File: src/hdl/node_id_allocator_with_aging_top_defines.svh
// Assertion helpers for the allocator control logic.
`ifndef NODE_ID_ALLOCATOR_WITH_AGING_TOP_DEFINES_SVH
`define NODE_ID_ALLOCATOR_WITH_AGING_TOP_DEFINES_SVH

// Implication checked on every rising clock edge outside reset.
`define NIA_ASSERT_IMP(lbl, clk, rst_n, ante, cons) \
	lbl: assert property (@(posedge clk) disable iff (!rst_n) (ante) |-> (cons)) \
		else $error("nia check failed");

// Next-cycle implication.
`define NIA_ASSERT_NEXT(lbl, clk, rst_n, ante, cons) \
	lbl: assert property (@(posedge clk) disable iff (!rst_n) (ante) |=> (cons)) \
		else $error("nia check failed");

`endif

File: src/hdl/nia_pkg.sv
package nia_pkg;

	localparam int NUM_IDS_DEF    = 256;
	localparam int PEND_DEPTH_DEF = 16;
	localparam int MAX_PAIRS_DEF  = 16;
	localparam int GATEWAY_ID_DEF = 0;

	localparam logic [6:0] STAMP_MASK = 7'h7F;

	localparam logic [1:0] REQ_DATA  = 2'd0;
	localparam logic [1:0] REQ_IDREQ = 2'd1;
	localparam logic [1:0] REQ_BCAST = 2'd2;

	localparam logic [6:0] MAX_MISSES_RST     = 7'd3;
	localparam logic [4:0] FEEDBACK_PAIRS_RST = 5'd8;

	localparam logic REG_MAX_MISSES     = 1'b0;
	localparam logic REG_FEEDBACK_PAIRS = 1'b1;

	typedef struct packed {
		logic [1:0]  req_type;
		logic [7:0]  dest_id;
		logic [7:0]  node_id;
		logic [31:0] node_key;
	} in_item_t;

	typedef struct packed {
		logic [7:0] fb_id;
		logic [7:0] fb_response;
		logic       first_bcast;
		logic       last;
	} out_item_t;

	typedef struct packed {
		logic [6:0] max_misses;
		logic [4:0] feedback_pairs;
	} cfg_t;

endpackage

File: src/hdl/node_id_allocator_with_aging_top.sv
// Network-ID allocator with aging. After reset the block clears its NUM_IDS-entry
// id table (256 entries by default), one entry a cycle, before taking
// beats. One item is worked on at a time through the table and pending-queue
// memories: a data message is a table read then a stamp write, an id request
// is a queue scan, a check of its own id and a descending table search (each
// scan one entry a cycle) before enqueueing, and a broadcast emits its pairs
// one at a time through a head read and an output state, stretched by any output
// stall; a new beat is taken only once the last pair has left.
module node_id_allocator_with_aging_top #(
	parameter int NUM_IDS    = nia_pkg::NUM_IDS_DEF,
	parameter int PEND_DEPTH = nia_pkg::PEND_DEPTH_DEF,
	parameter int MAX_PAIRS  = nia_pkg::MAX_PAIRS_DEF,
	parameter int GATEWAY_ID = nia_pkg::GATEWAY_ID_DEF
) (
	input  logic               clk,
	input  logic               arst_n,
	input  logic               psel,
	input  logic               penable,
	input  logic               pwrite,
	input  logic [2:0]         paddr,
	input  logic [31:0]        pwdata,
	output logic [31:0]        prdata,
	output logic               pready,
	input  logic               in_valid,
	output logic               in_ready,
	input  nia_pkg::in_item_t  in_data,
	output logic               out_valid,
	input  logic               out_ready,
	output nia_pkg::out_item_t out_data
);

	nia_pkg::cfg_t cfg;

	nia_cfg u_cfg (
		.clk, .arst_n, .psel, .penable, .pwrite, .paddr, .pwdata, .prdata, .pready, .cfg
	);

	nia_ctrl #(
		.NUM_IDS(NUM_IDS), .PEND_DEPTH(PEND_DEPTH),
		.MAX_PAIRS(MAX_PAIRS), .GATEWAY_ID(GATEWAY_ID)
	) u_ctrl (
		.clk, .arst_n, .cfg, .in_valid, .in_ready, .in_data,
		.out_valid, .out_ready, .out_data
	);

endmodule

File: src/hdl/nia_ram.sv
module nia_ram #(
	parameter int WIDTH = 8,
	parameter int DEPTH = 16
) (
	input  logic                     clk,
	input  logic                     we,
	input  logic [$clog2(DEPTH)-1:0] waddr,
	input  logic [WIDTH-1:0]         wdata,
	input  logic [$clog2(DEPTH)-1:0] raddr,
	output logic [WIDTH-1:0]         rdata
);

	logic [WIDTH-1:0] mem [DEPTH];

	always_ff @(posedge clk) begin
		if (we) begin
			mem[waddr] <= wdata;
		end
		rdata <= mem[raddr];
	end

endmodule

File: src/hdl/nia_cfg.sv
module nia_cfg (
	input  logic            clk,
	input  logic            arst_n,
	input  logic            psel,
	input  logic            penable,
	input  logic            pwrite,
	input  logic [2:0]      paddr,
	input  logic [31:0]     pwdata,
	output logic [31:0]     prdata,
	output logic            pready,
	output nia_pkg::cfg_t   cfg
);

	logic [6:0] max_misses_q;
	logic [4:0] feedback_pairs_q;
	logic       wr;

	assign pready = 1'b1;
	assign wr = psel && penable && pwrite;

	always_ff @(posedge clk or negedge arst_n) begin
		if (!arst_n) begin
			max_misses_q     <= nia_pkg::MAX_MISSES_RST;
			feedback_pairs_q <= nia_pkg::FEEDBACK_PAIRS_RST;
		end else if (wr && paddr[1:0] == 2'b00 && paddr[2] == nia_pkg::REG_MAX_MISSES) begin
			max_misses_q <= pwdata[6:0];
		end else if (wr && paddr[1:0] == 2'b00
				&& paddr[2] == nia_pkg::REG_FEEDBACK_PAIRS) begin
			feedback_pairs_q <= pwdata[4:0];
		end
	end

	always_comb begin
		prdata = '0;
		if (paddr[1:0] == 2'b00) begin
			case (paddr[2])
				nia_pkg::REG_MAX_MISSES:     prdata = {25'd0, max_misses_q};
				nia_pkg::REG_FEEDBACK_PAIRS: prdata = {27'd0, feedback_pairs_q};
				default:                     prdata = '0;
			endcase
		end
	end

	assign cfg.max_misses     = max_misses_q;
	assign cfg.feedback_pairs = feedback_pairs_q;

endmodule

File: src/hdl/nia_ctrl.sv
`include "node_id_allocator_with_aging_top_defines.svh"

module nia_ctrl #(
	parameter int NUM_IDS    = nia_pkg::NUM_IDS_DEF,
	parameter int PEND_DEPTH = nia_pkg::PEND_DEPTH_DEF,
	parameter int MAX_PAIRS  = nia_pkg::MAX_PAIRS_DEF,
	parameter int GATEWAY_ID = nia_pkg::GATEWAY_ID_DEF
) (
	input  logic                clk,
	input  logic                arst_n,
	input  nia_pkg::cfg_t       cfg,
	input  logic                in_valid,
	output logic                in_ready,
	input  nia_pkg::in_item_t   in_data,
	output logic                out_valid,
	input  logic                out_ready,
	output nia_pkg::out_item_t  out_data
);

	localparam int IW = $clog2(NUM_IDS);
	localparam int PW = $clog2(PEND_DEPTH);
	localparam int CW = $clog2(PEND_DEPTH + 1);
	localparam int NW = $clog2(MAX_PAIRS + 1);
	localparam logic [IW:0] TOP_ID = (IW + 1)'(NUM_IDS - 1);
	localparam logic [IW:0] GW = (IW + 1)'(GATEWAY_ID);
	localparam int TW = 8;   // used bit + stamp

	localparam logic [3:0] ST_IDLE   = 4'd0;
	localparam logic [3:0] ST_TREAD  = 4'd1;  // table read wait
	localparam logic [3:0] ST_DATA   = 4'd2;
	localparam logic [3:0] ST_PSCAN  = 4'd3;  // pending scan, read issued
	localparam logic [3:0] ST_PCHK   = 4'd4;
	localparam logic [3:0] ST_REQCHK = 4'd5;
	localparam logic [3:0] ST_SSCAN  = 4'd6;  // descending search
	localparam logic [3:0] ST_ENQ    = 4'd7;
	localparam logic [3:0] ST_BREAD  = 4'd8;
	localparam logic [3:0] ST_BOUT   = 4'd9;
	localparam logic [3:0] ST_CLEAR  = 4'd10;
	localparam logic [3:0] ST_SWAIT  = 4'd11;

	logic [3:0]  state_q;
	nia_pkg::in_item_t item_q;
	logic [IW:0] clr_q;
	logic [6:0]  bcnt_q;
	logic        first_q;
	logic [PW-1:0] head_q;
	logic [CW-1:0] count_q;
	logic [CW-1:0] k_q;
	logic [IW:0]   scan_q;
	logic [7:0]    resp_q;
	logic [NW-1:0] pairs_q;
	logic [NW-1:0] p_q;
	logic          out_valid_q;
	nia_pkg::out_item_t out_q;

	// table memory
	logic          t_we;
	logic [IW-1:0] t_waddr, t_raddr;
	logic [TW-1:0] t_wdata, t_rdata;
	// pending memories
	logic          p_we, pr_we;
	logic [PW-1:0] p_waddr, p_raddr;
	logic [7:0]    pid_rdata, presp_rdata, presp_wdata;
	logic [31:0]   pkey_rdata;

	nia_ram #(.WIDTH(TW), .DEPTH(NUM_IDS)) u_tab (
		.clk, .we(t_we), .waddr(t_waddr), .wdata(t_wdata), .raddr(t_raddr), .rdata(t_rdata)
	);
	nia_ram #(.WIDTH(8), .DEPTH(PEND_DEPTH)) u_pid (
		.clk, .we(p_we), .waddr(p_waddr), .wdata(item_q.node_id),
		.raddr(p_raddr), .rdata(pid_rdata)
	);
	nia_ram #(.WIDTH(8), .DEPTH(PEND_DEPTH)) u_presp (
		.clk, .we(pr_we), .waddr(p_waddr), .wdata(presp_wdata),
		.raddr(p_raddr), .rdata(presp_rdata)
	);
	nia_ram #(.WIDTH(32), .DEPTH(PEND_DEPTH)) u_pkey (
		.clk, .we(p_we), .waddr(p_waddr), .wdata(item_q.node_key),
		.raddr(p_raddr), .rdata(pkey_rdata)
	);

	logic        t_free;
	logic [6:0]  age;
	logic [PW-1:0] k_slot, tail_slot;
	logic [PW:0]   k_sum, t_sum;
	logic [NW-1:0] pairs_n;
	logic        node_in;

	assign age    = (bcnt_q - t_rdata[6:0]) & nia_pkg::STAMP_MASK;
	assign t_free = !t_rdata[7] || (age >= cfg.max_misses);
	assign node_in = {1'b0, item_q.node_id} <= {1'b0, TOP_ID[IW:0] > 8'hFF ? 8'hFF : 8'(TOP_ID)};

	// modular slot indices; sums stay below twice the depth
	assign k_sum  = {1'b0, head_q} + (PW + 1)'(k_q);
	assign t_sum  = {1'b0, head_q} + (PW + 1)'(count_q);
	assign k_slot = (k_sum >= (PW + 1)'(PEND_DEPTH)) ? PW'(k_sum - (PW + 1)'(PEND_DEPTH))
		: PW'(k_sum);
	assign tail_slot = (t_sum >= (PW + 1)'(PEND_DEPTH)) ? PW'(t_sum - (PW + 1)'(PEND_DEPTH))
		: PW'(t_sum);

	always_comb begin
		if (cfg.feedback_pairs == 5'd0) begin
			pairs_n = NW'(1);
		end else if ({3'd0, cfg.feedback_pairs} > 8'(MAX_PAIRS)) begin
			pairs_n = NW'(MAX_PAIRS);
		end else begin
			pairs_n = NW'(cfg.feedback_pairs);
		end
	end

	always_comb begin
		t_we    = 1'b0;
		t_waddr = IW'(item_q.node_id);
		t_wdata = {1'b1, bcnt_q};
		t_raddr = IW'(item_q.node_id);
		p_we    = 1'b0;
		pr_we   = 1'b0;
		p_waddr = tail_slot;
		presp_wdata = resp_q;
		p_raddr = k_slot;
		case (state_q)
			ST_CLEAR: begin
				t_we    = 1'b1;
				t_waddr = clr_q[IW-1:0];
				t_wdata = '0;
			end
			ST_DATA: t_we = node_in;
			ST_PCHK: begin
				// rdata holds slot k-1 of the queue
				if (k_q <= count_q && pid_rdata == item_q.node_id
						&& pkey_rdata != item_q.node_key) begin
					pr_we       = 1'b1;
					p_waddr     = (k_slot == '0) ? PW'(PEND_DEPTH - 1)
						: PW'(k_slot - PW'(1));
					presp_wdata = 8'd0;
					t_we        = node_in;
					t_wdata     = {1'b0, t_rdata[6:0]};
				end
			end
			ST_REQCHK: t_we = node_in && t_free;
			ST_SWAIT: t_raddr = IW'(scan_q + (IW + 1)'(1));
			ST_SSCAN: begin
				t_raddr = scan_q[IW-1:0];
				t_waddr = IW'(scan_q + (IW + 1)'(1));
				t_we    = t_free && (scan_q + (IW + 1)'(1)) <= TOP_ID;
			end
			ST_ENQ: begin
				p_we  = count_q < CW'(PEND_DEPTH);
				pr_we = p_we;
			end
			ST_BREAD: p_raddr = head_q;
			// keep the head read while the beat waits
			ST_BOUT: p_raddr = head_q;
			default: ;
		endcase
	end

	assign in_ready  = (state_q == ST_IDLE) && !out_valid_q;
	assign out_valid = out_valid_q;
	assign out_data  = out_q;

	always_ff @(posedge clk or negedge arst_n) begin
		if (!arst_n) begin
			state_q     <= ST_CLEAR;
			clr_q       <= '0;
			bcnt_q      <= '0;
			first_q     <= 1'b1;
			head_q      <= '0;
			count_q     <= '0;
			k_q         <= '0;
			scan_q      <= '0;
			p_q         <= '0;
			pairs_q     <= '0;
			out_valid_q <= 1'b0;
		end else begin
			if (out_valid_q && out_ready && state_q != ST_BOUT) begin
				out_valid_q <= 1'b0;
			end
			case (state_q)
				ST_CLEAR: begin
					clr_q <= clr_q + (IW + 1)'(1);
					if (clr_q == TOP_ID) begin
						state_q <= ST_IDLE;
					end
				end
				ST_IDLE: begin
					if (in_valid && in_ready) begin
						item_q <= in_data;
						k_q    <= '0;
						resp_q <= '0;
						if (in_data.dest_id != 8'(GATEWAY_ID)
								&& in_data.req_type != nia_pkg::REQ_BCAST) begin
							state_q <= ST_IDLE;
						end else begin
							case (in_data.req_type)
								nia_pkg::REQ_DATA:  state_q <= ST_TREAD;
								nia_pkg::REQ_IDREQ: state_q <= ST_PSCAN;
								nia_pkg::REQ_BCAST: begin
									pairs_q <= pairs_n;
									p_q     <= '0;
									state_q <= ST_BREAD;
								end
								default: state_q <= ST_IDLE;
							endcase
						end
					end
				end
				ST_TREAD: state_q <= ST_DATA;
				ST_DATA:  state_q <= ST_IDLE;
				ST_PSCAN: begin
					// read of slot k issued; advance k so rdata lines up with k-1
					k_q     <= k_q + CW'(1);
					state_q <= ST_PCHK;
				end
				ST_PCHK: begin
					if (k_q <= count_q && pid_rdata == item_q.node_id) begin
						state_q <= ST_IDLE;
					end else if (k_q >= count_q) begin
						state_q <= ST_REQCHK;
					end else begin
						k_q <= k_q + CW'(1);
					end
				end
				ST_REQCHK: begin
					if (node_in && t_free) begin
						resp_q  <= item_q.node_id;
						state_q <= ST_ENQ;
					end else if (TOP_ID > GW) begin
						scan_q  <= TOP_ID - (IW + 1)'(1);
						state_q <= ST_SWAIT;
					end else begin
						state_q <= ST_ENQ;
					end
				end
				ST_SWAIT: state_q <= ST_SSCAN;
				ST_SSCAN: begin
					// rdata belongs to scan_q + 1
					if (t_free) begin
						resp_q  <= 8'(scan_q + (IW + 1)'(1));
						state_q <= ST_ENQ;
					end else if (scan_q == GW) begin
						state_q <= ST_ENQ;
					end else begin
						scan_q <= scan_q - (IW + 1)'(1);
					end
				end
				ST_ENQ: begin
					if (count_q < CW'(PEND_DEPTH)) begin
						count_q <= count_q + CW'(1);
					end
					state_q <= ST_IDLE;
				end
				ST_BREAD: state_q <= ST_BOUT;
				ST_BOUT: begin
					if (!out_valid_q || out_ready) begin
						out_valid_q     <= 1'b1;
						out_q.first_bcast <= first_q;
						out_q.last      <= (p_q + NW'(1)) == pairs_q;
						if (count_q != '0) begin
							out_q.fb_id       <= pid_rdata;
							out_q.fb_response <= presp_rdata;
							head_q  <= (head_q == PW'(PEND_DEPTH - 1)) ? '0
								: PW'(head_q + PW'(1));
							count_q <= count_q - CW'(1);
						end else begin
							out_q.fb_id       <= 8'd0;
							out_q.fb_response <= 8'd0;
						end
						p_q <= p_q + NW'(1);
						if ((p_q + NW'(1)) == pairs_q) begin
							bcnt_q  <= bcnt_q + 7'd1;
							first_q <= 1'b0;
							state_q <= ST_IDLE;
						end else begin
							state_q <= ST_BREAD;
						end
					end
				end
				default: state_q <= ST_IDLE;
			endcase
		end
	end

	`NIA_ASSERT_IMP(a_cnt_bound, clk, arst_n, 1'b1, count_q <= CW'(PEND_DEPTH))
	`NIA_ASSERT_IMP(a_no_in_busy, clk, arst_n, state_q != ST_IDLE, !in_ready)
	`NIA_ASSERT_NEXT(a_bcnt_step, clk, arst_n,
		out_valid_q && out_ready && out_q.last, !first_q)

endmodule
File: config.mk
export PLATFORM = sky130hd
export DESIGN_NAME = node_id_allocator_with_aging_top
export DESIGN_NICKNAME = d
export VERILOG_FILES = /design/src/hdl/nia_pkg.sv /design/src/hdl/node_id_allocator_with_aging_top.sv /design/src/hdl/nia_ram.sv /design/src/hdl/nia_cfg.sv /design/src/hdl/nia_ctrl.sv
export VERILOG_INCLUDE_DIRS = /design/src /design/src/hdl
export SDC_FILE = /design/constraint.sdc
export NUM_CORES = 2
export LEC_CHECK = 0
export BUFFER_PORTS_ARGS = -buffer_cell sky130_fd_sc_hd__buf_2
export CAP_MARGIN = 25
export CORE_MARGIN = 3
export CORE_UTILIZATION = 40
export CTS_BUF_LIST = sky130_fd_sc_hd__clkbuf_16
export CTS_CLUSTER_DIAMETER = 100
export DETAILED_ROUTE_END_ITERATION = 8
export PLACE_DENSITY = 0.58
export REMOVE_ABC_BUFFERS = 1
export SLEW_MARGIN = 20
export SYNTH_ARGS = -nofsm -noshare
export SYNTH_HDL_FRONTEND = slang
export SYNTH_HIERARCHICAL = 1
export SYNTH_SLANG_ARGS = --single-unit
File: constraint.sdc
create_clock -name clk -period 11.5 [get_ports clk]
set_input_delay 2.3 -clock clk [delete_from_list [all_inputs] [get_ports clk]]
set_output_delay 2.3 -clock clk [all_outputs]
set_load 0.005 [all_outputs]
==> summary.md <==
| Metric | Value |
|---|---|
| MaxCap Viol Count | 0 |
| DP Worst Slack | ~5.2 ns |
| Cells after synthesis | 5795 |
| Startpoint types | flip-flop |
| Mux contribution to synthesized area | around 14% |
| First-pass GRT wire length | slightly above 400000 um |
| Top-Level Pins | roughly 150 |
| Final ANT Viol Nets | 0 |
| P&R area growth vs syn | 12.31% |
| Fraction of layout cells with a size suffix above 1 | a little over a fifth |
| Total Neg Setup Slack | 0 ns |
| Setup ws final | just over 5 ns |
| # rows | about 200 |
| Final instance area | between 0.1 and 0.15 mm^2 |
| WL/cell | ~28 um |
| Register area share after synthesis | 75.89% |
| Net Sw Power | just over 4 mW |
| Switching part of the total | between 10% and 20% |
| Post-synth EDFFs | slightly below 3000 |
| RSZ-0062 raised after global routing | false |
| CTS tree | done |
| Clk buf depth | 4 |
| Die W | between 500 and 600 um |
| Dominant cell type by area after synthesis | edfxtp_1 |
| Reg power frac | 55.4% |
| Setup crit end kind | flip-flop |
| Fmax | about 160 MHz |
| Hold Crit Class | reg2reg |
| Post-Synth XOR/XNOR Area | less than 1% |
| Placed Area | around 0.12 mm^2 |
| DR iter-0 viols | about 6000 |
| Worst r2r path cells | 13 |
| Dpl hpwl | ~160000 um |
| Fin crit period | approximately 6.3 ns |
| Detailed Route WL | between 200000 and 300000 um |
| Post-Synth Simple-Gate Area | 3.422% |
| Drt pass-1 iters | 6 |
| R2r setup slk | between 5 and 6 ns |
| Initial antenna violation count | 12 |
| Adder-Cell Fraction of Synth Area | 0.4825% |
| FFs w/ async S/R, synth | 2.230% |
| Post-CTS Hold Buffers | 0 |
| Worst clock skew | around 0.068 ns |
| Compound-cell area share of the yosys netlist | under 10% |
| Hold endpoint | u_ctrl/first_q |
| Fin cells | 10150 |
| Data arrival time of the critical path | roughly 7 ns |
| Final hold vios | 0 |
| Critical path fanouts, max | 55 |
| Die Footprint | roughly 0.30 mm^2 |
| Largest family of logic cells by synthesized area | multiplexers |
| Vias in the first global route | roughly 58000 |
| DP Cell Count | 9600 |
| Number of port buffers | 93 |
| Post-layout power | about 21 mW |
| Yosys Warn Count | 6 |
| Pwr Density | 161.6 mW/mm^2 |
| Root Driver | clkbuf_16 |
| Mean Syn Cell Area | just over 20 um^2 |
| Ys flop type | edfxtp_1 |
| DRC Markers | 0 |
| Final setup fails | 0 |
| Peak VDD IR | roughly 0.13 mV |
| Sink Count | 3005 |
| Clk pwr share | about 44% |
| Clk_lat worst skew | 0.88 ns |
| Post-CTS Setup Bufs | 0 |
| Worst Tran Pin Value | ~1.2 ns |
| Yosys reg bits | around 3000 |
| Final #Nets | between 6000 and 7000 |
| Die height | 548.5 um |
| Core area | roughly 0.29 mm^2 |
| Clock transition at path regs | 0.06 ns |
| Slew headroom | just under 20% |
| Count of different cell masters after synthesis | 88 |
| Min-delay src | u_ctrl/first_q |
| CTS resizes | 0 |
| GRT overflow | 0 |
| Synth Cell Area | around 0.12 mm^2 |
| CTS Buf Count | between 300 and 400 |
| Reg2reg end | u_ctrl/u_tab/rdata[5] |
| Crit share post-route | 55.02% |
| Worst hold path cell count | 1 |
| Htree depth | 5 |
| Gate power share | less than 1% |
| Tot GR Track Use | 18.35% |
| Routability cong. | just over 0.8 |
| Area share of the largest cell type after synthesis | about three quarters |
| Vias | a little under 60000 |
| Vias per cell | 5.681 |
| Critical path class | reg2reg |
| CP required | between 10 and 15 ns |
| Int Power | 17.25 mW |
| Largest net degree at the start of global routing | ~230 |
| Area contributors post-synth | edfxtp_1, mux4_2, a22oi_1 |
| Outcome | complete, no violations |
| Initial Utilization | between 40 and 50% |
| Reg2reg start | u_ctrl/state_q[0] |
| Leakage | between 30 and 40 nW |
| Slew Viols, Final | 0 |
-- metal layers --
metal | routed length (um) | share of wire (%) | vias to the layer above | GRT usage (%)
met5 | 13 | 0.0046 | - | 0
li1 | - | - | 24330 | -
met4 | 6874 | 2.5 | 2 | 4.688
met3 | 23430 | 8.4 | 417 | 4.236
met1 | 117100 | 42 | 30820 | 26.04
met2 | 133000 | 47 | 2109 | 28.75
-- power by group through the flow --
stage | Combinational, mW | Sequential [mW] | Clock, mW
2_1_floorplan | 0.0477 | 12.1 | 0
3_3_place_gp | 0.0863 | 12.1 | 0
3_5_place_dp | 0.0865 | 12.1 | 0
4_1_cts | 0.0873 | 11.8 | 9.67
5_1_grt | 0.0967 | 11.8 | 10.1
6_report | 0.0865 | 11.8 | 9.44
-- metrics by stage --
step,hold slack [ns],utilization [%]
3_3_place_gp,0.4736,41.99
2_1_floorplan,0.4498,-
3_5_place_dp,0.4783,42.02
4_1_cts,0.4888,45.27
5_1_grt,0.4976,45.30
6_report,0.4837,45.31
-- worst max-delay path, cell delays in order (launching register included) --
cell and delay (ns):
dfrtp_1 0.56, inv_1 0.19, nand2_1 0.22, nor2_1 0.21, nor2_1 0.52, a221o_4 0.69, buf_4 0.80, buf_4 0.67
mux4_2 0.41, a22o_1 0.20, a221oi_1 0.51, o221ai_1 0.38, a211oi_1 0.59, nor4_1 0.10
-- sequential cells by signal, indices dropped and copies added (netlist names), 7 cells and up --
| signal | count |
|---|---|
| u_ctrl/u_tab/mem | 2048 |
| u_ctrl/u_pkey/mem | 512 |
| u_ctrl/u_pid/mem | 128 |
| u_ctrl/u_presp/mem | 128 |
| u_ctrl/item_q | 40 |
| u_ctrl/u_pkey/rdata | 32 |
| u_ctrl/out_data | 18 |
| u_ctrl/clr_q | 9 |
| u_ctrl/scan_q | 9 |
| u_ctrl/resp_q | 8 |
| u_ctrl/u_pid/rdata | 8 |
| u_ctrl/u_presp/rdata | 8 |
| u_ctrl/u_tab/rdata | 8 |
| u_cfg/max_misses_q | 7 |
| u_ctrl/bcnt_q | 7 |
-- cells by family (layout without fill, tap and decap cells) --
group	count (synthesis)	count (layout)
other	2	30
AO/OA/AOI/OAI	592	592
adder cells (fa/ha/maj)	43	43
AND/OR/NAND/NOR	852	852
XOR/XNOR	89	89
multiplexers	823	823
buffers and inverters	389	819
flip-flops	3005	3005
-- synth_stat cells (48+ instances only) --
master       n
edfxtp_1  2882
mux4_2     618
nor2_1     366
a22oi_1    235
mux2i_1    153
nand2_1    150
clkbuf_1   148
a21oi_1    113
buf_4       64
dfrtp_1     61
nand3_1     59
nor2b_1     58
dfxtp_1     56
nor3_1      50
xor2_1      50
buf_2       48
-- how the worst max path moves through the flow --
stage | cells past startpoint | endpoint | startpoint | slack (ns)
final | 13 | u_ctrl/u_tab/rdata[5] | u_ctrl/state_q[0] | 5.17
after global routing | 13 | u_ctrl/u_tab/rdata[5] | u_ctrl/state_q[0] | 4.85
after CTS | 13 | u_ctrl/u_tab/rdata[5] | u_ctrl/state_q[0] | 5.16
after detailed placement | 12 | u_ctrl/u_tab/rdata[0] | u_ctrl/state_q[0] | 5.18
after global placement | 12 | u_ctrl/u_tab/rdata[0] | u_ctrl/state_q[0] | 5.22
after floorplan | 9 | u_ctrl/u_tab/rdata[1] | u_ctrl/state_q[3] | -43.99
-- cells in the final DEF (no fill, tap or decap), drive strengths merged, types with 114 or more instances in the layout --
cell	count
a21oi	114
a22oi	235
buf	234
clkbuf	314
clkinv	120
edfxtp	2882
inv	126
mux2i	153
mux4	648
nand2	150
nor2	366
-- cell type report --
class	count	area, um^2
antenna	4	10.01
clock buffer	313	7833
clock inverter	231	1657
fill	24550	159600
inverter	40	150.1
multi-input combinational	2425	26590
sequential	3005	89350
tap	3900	4880
timing repair buffer	235	1752
Note: power is estimated with default switching activity, not from simulation.
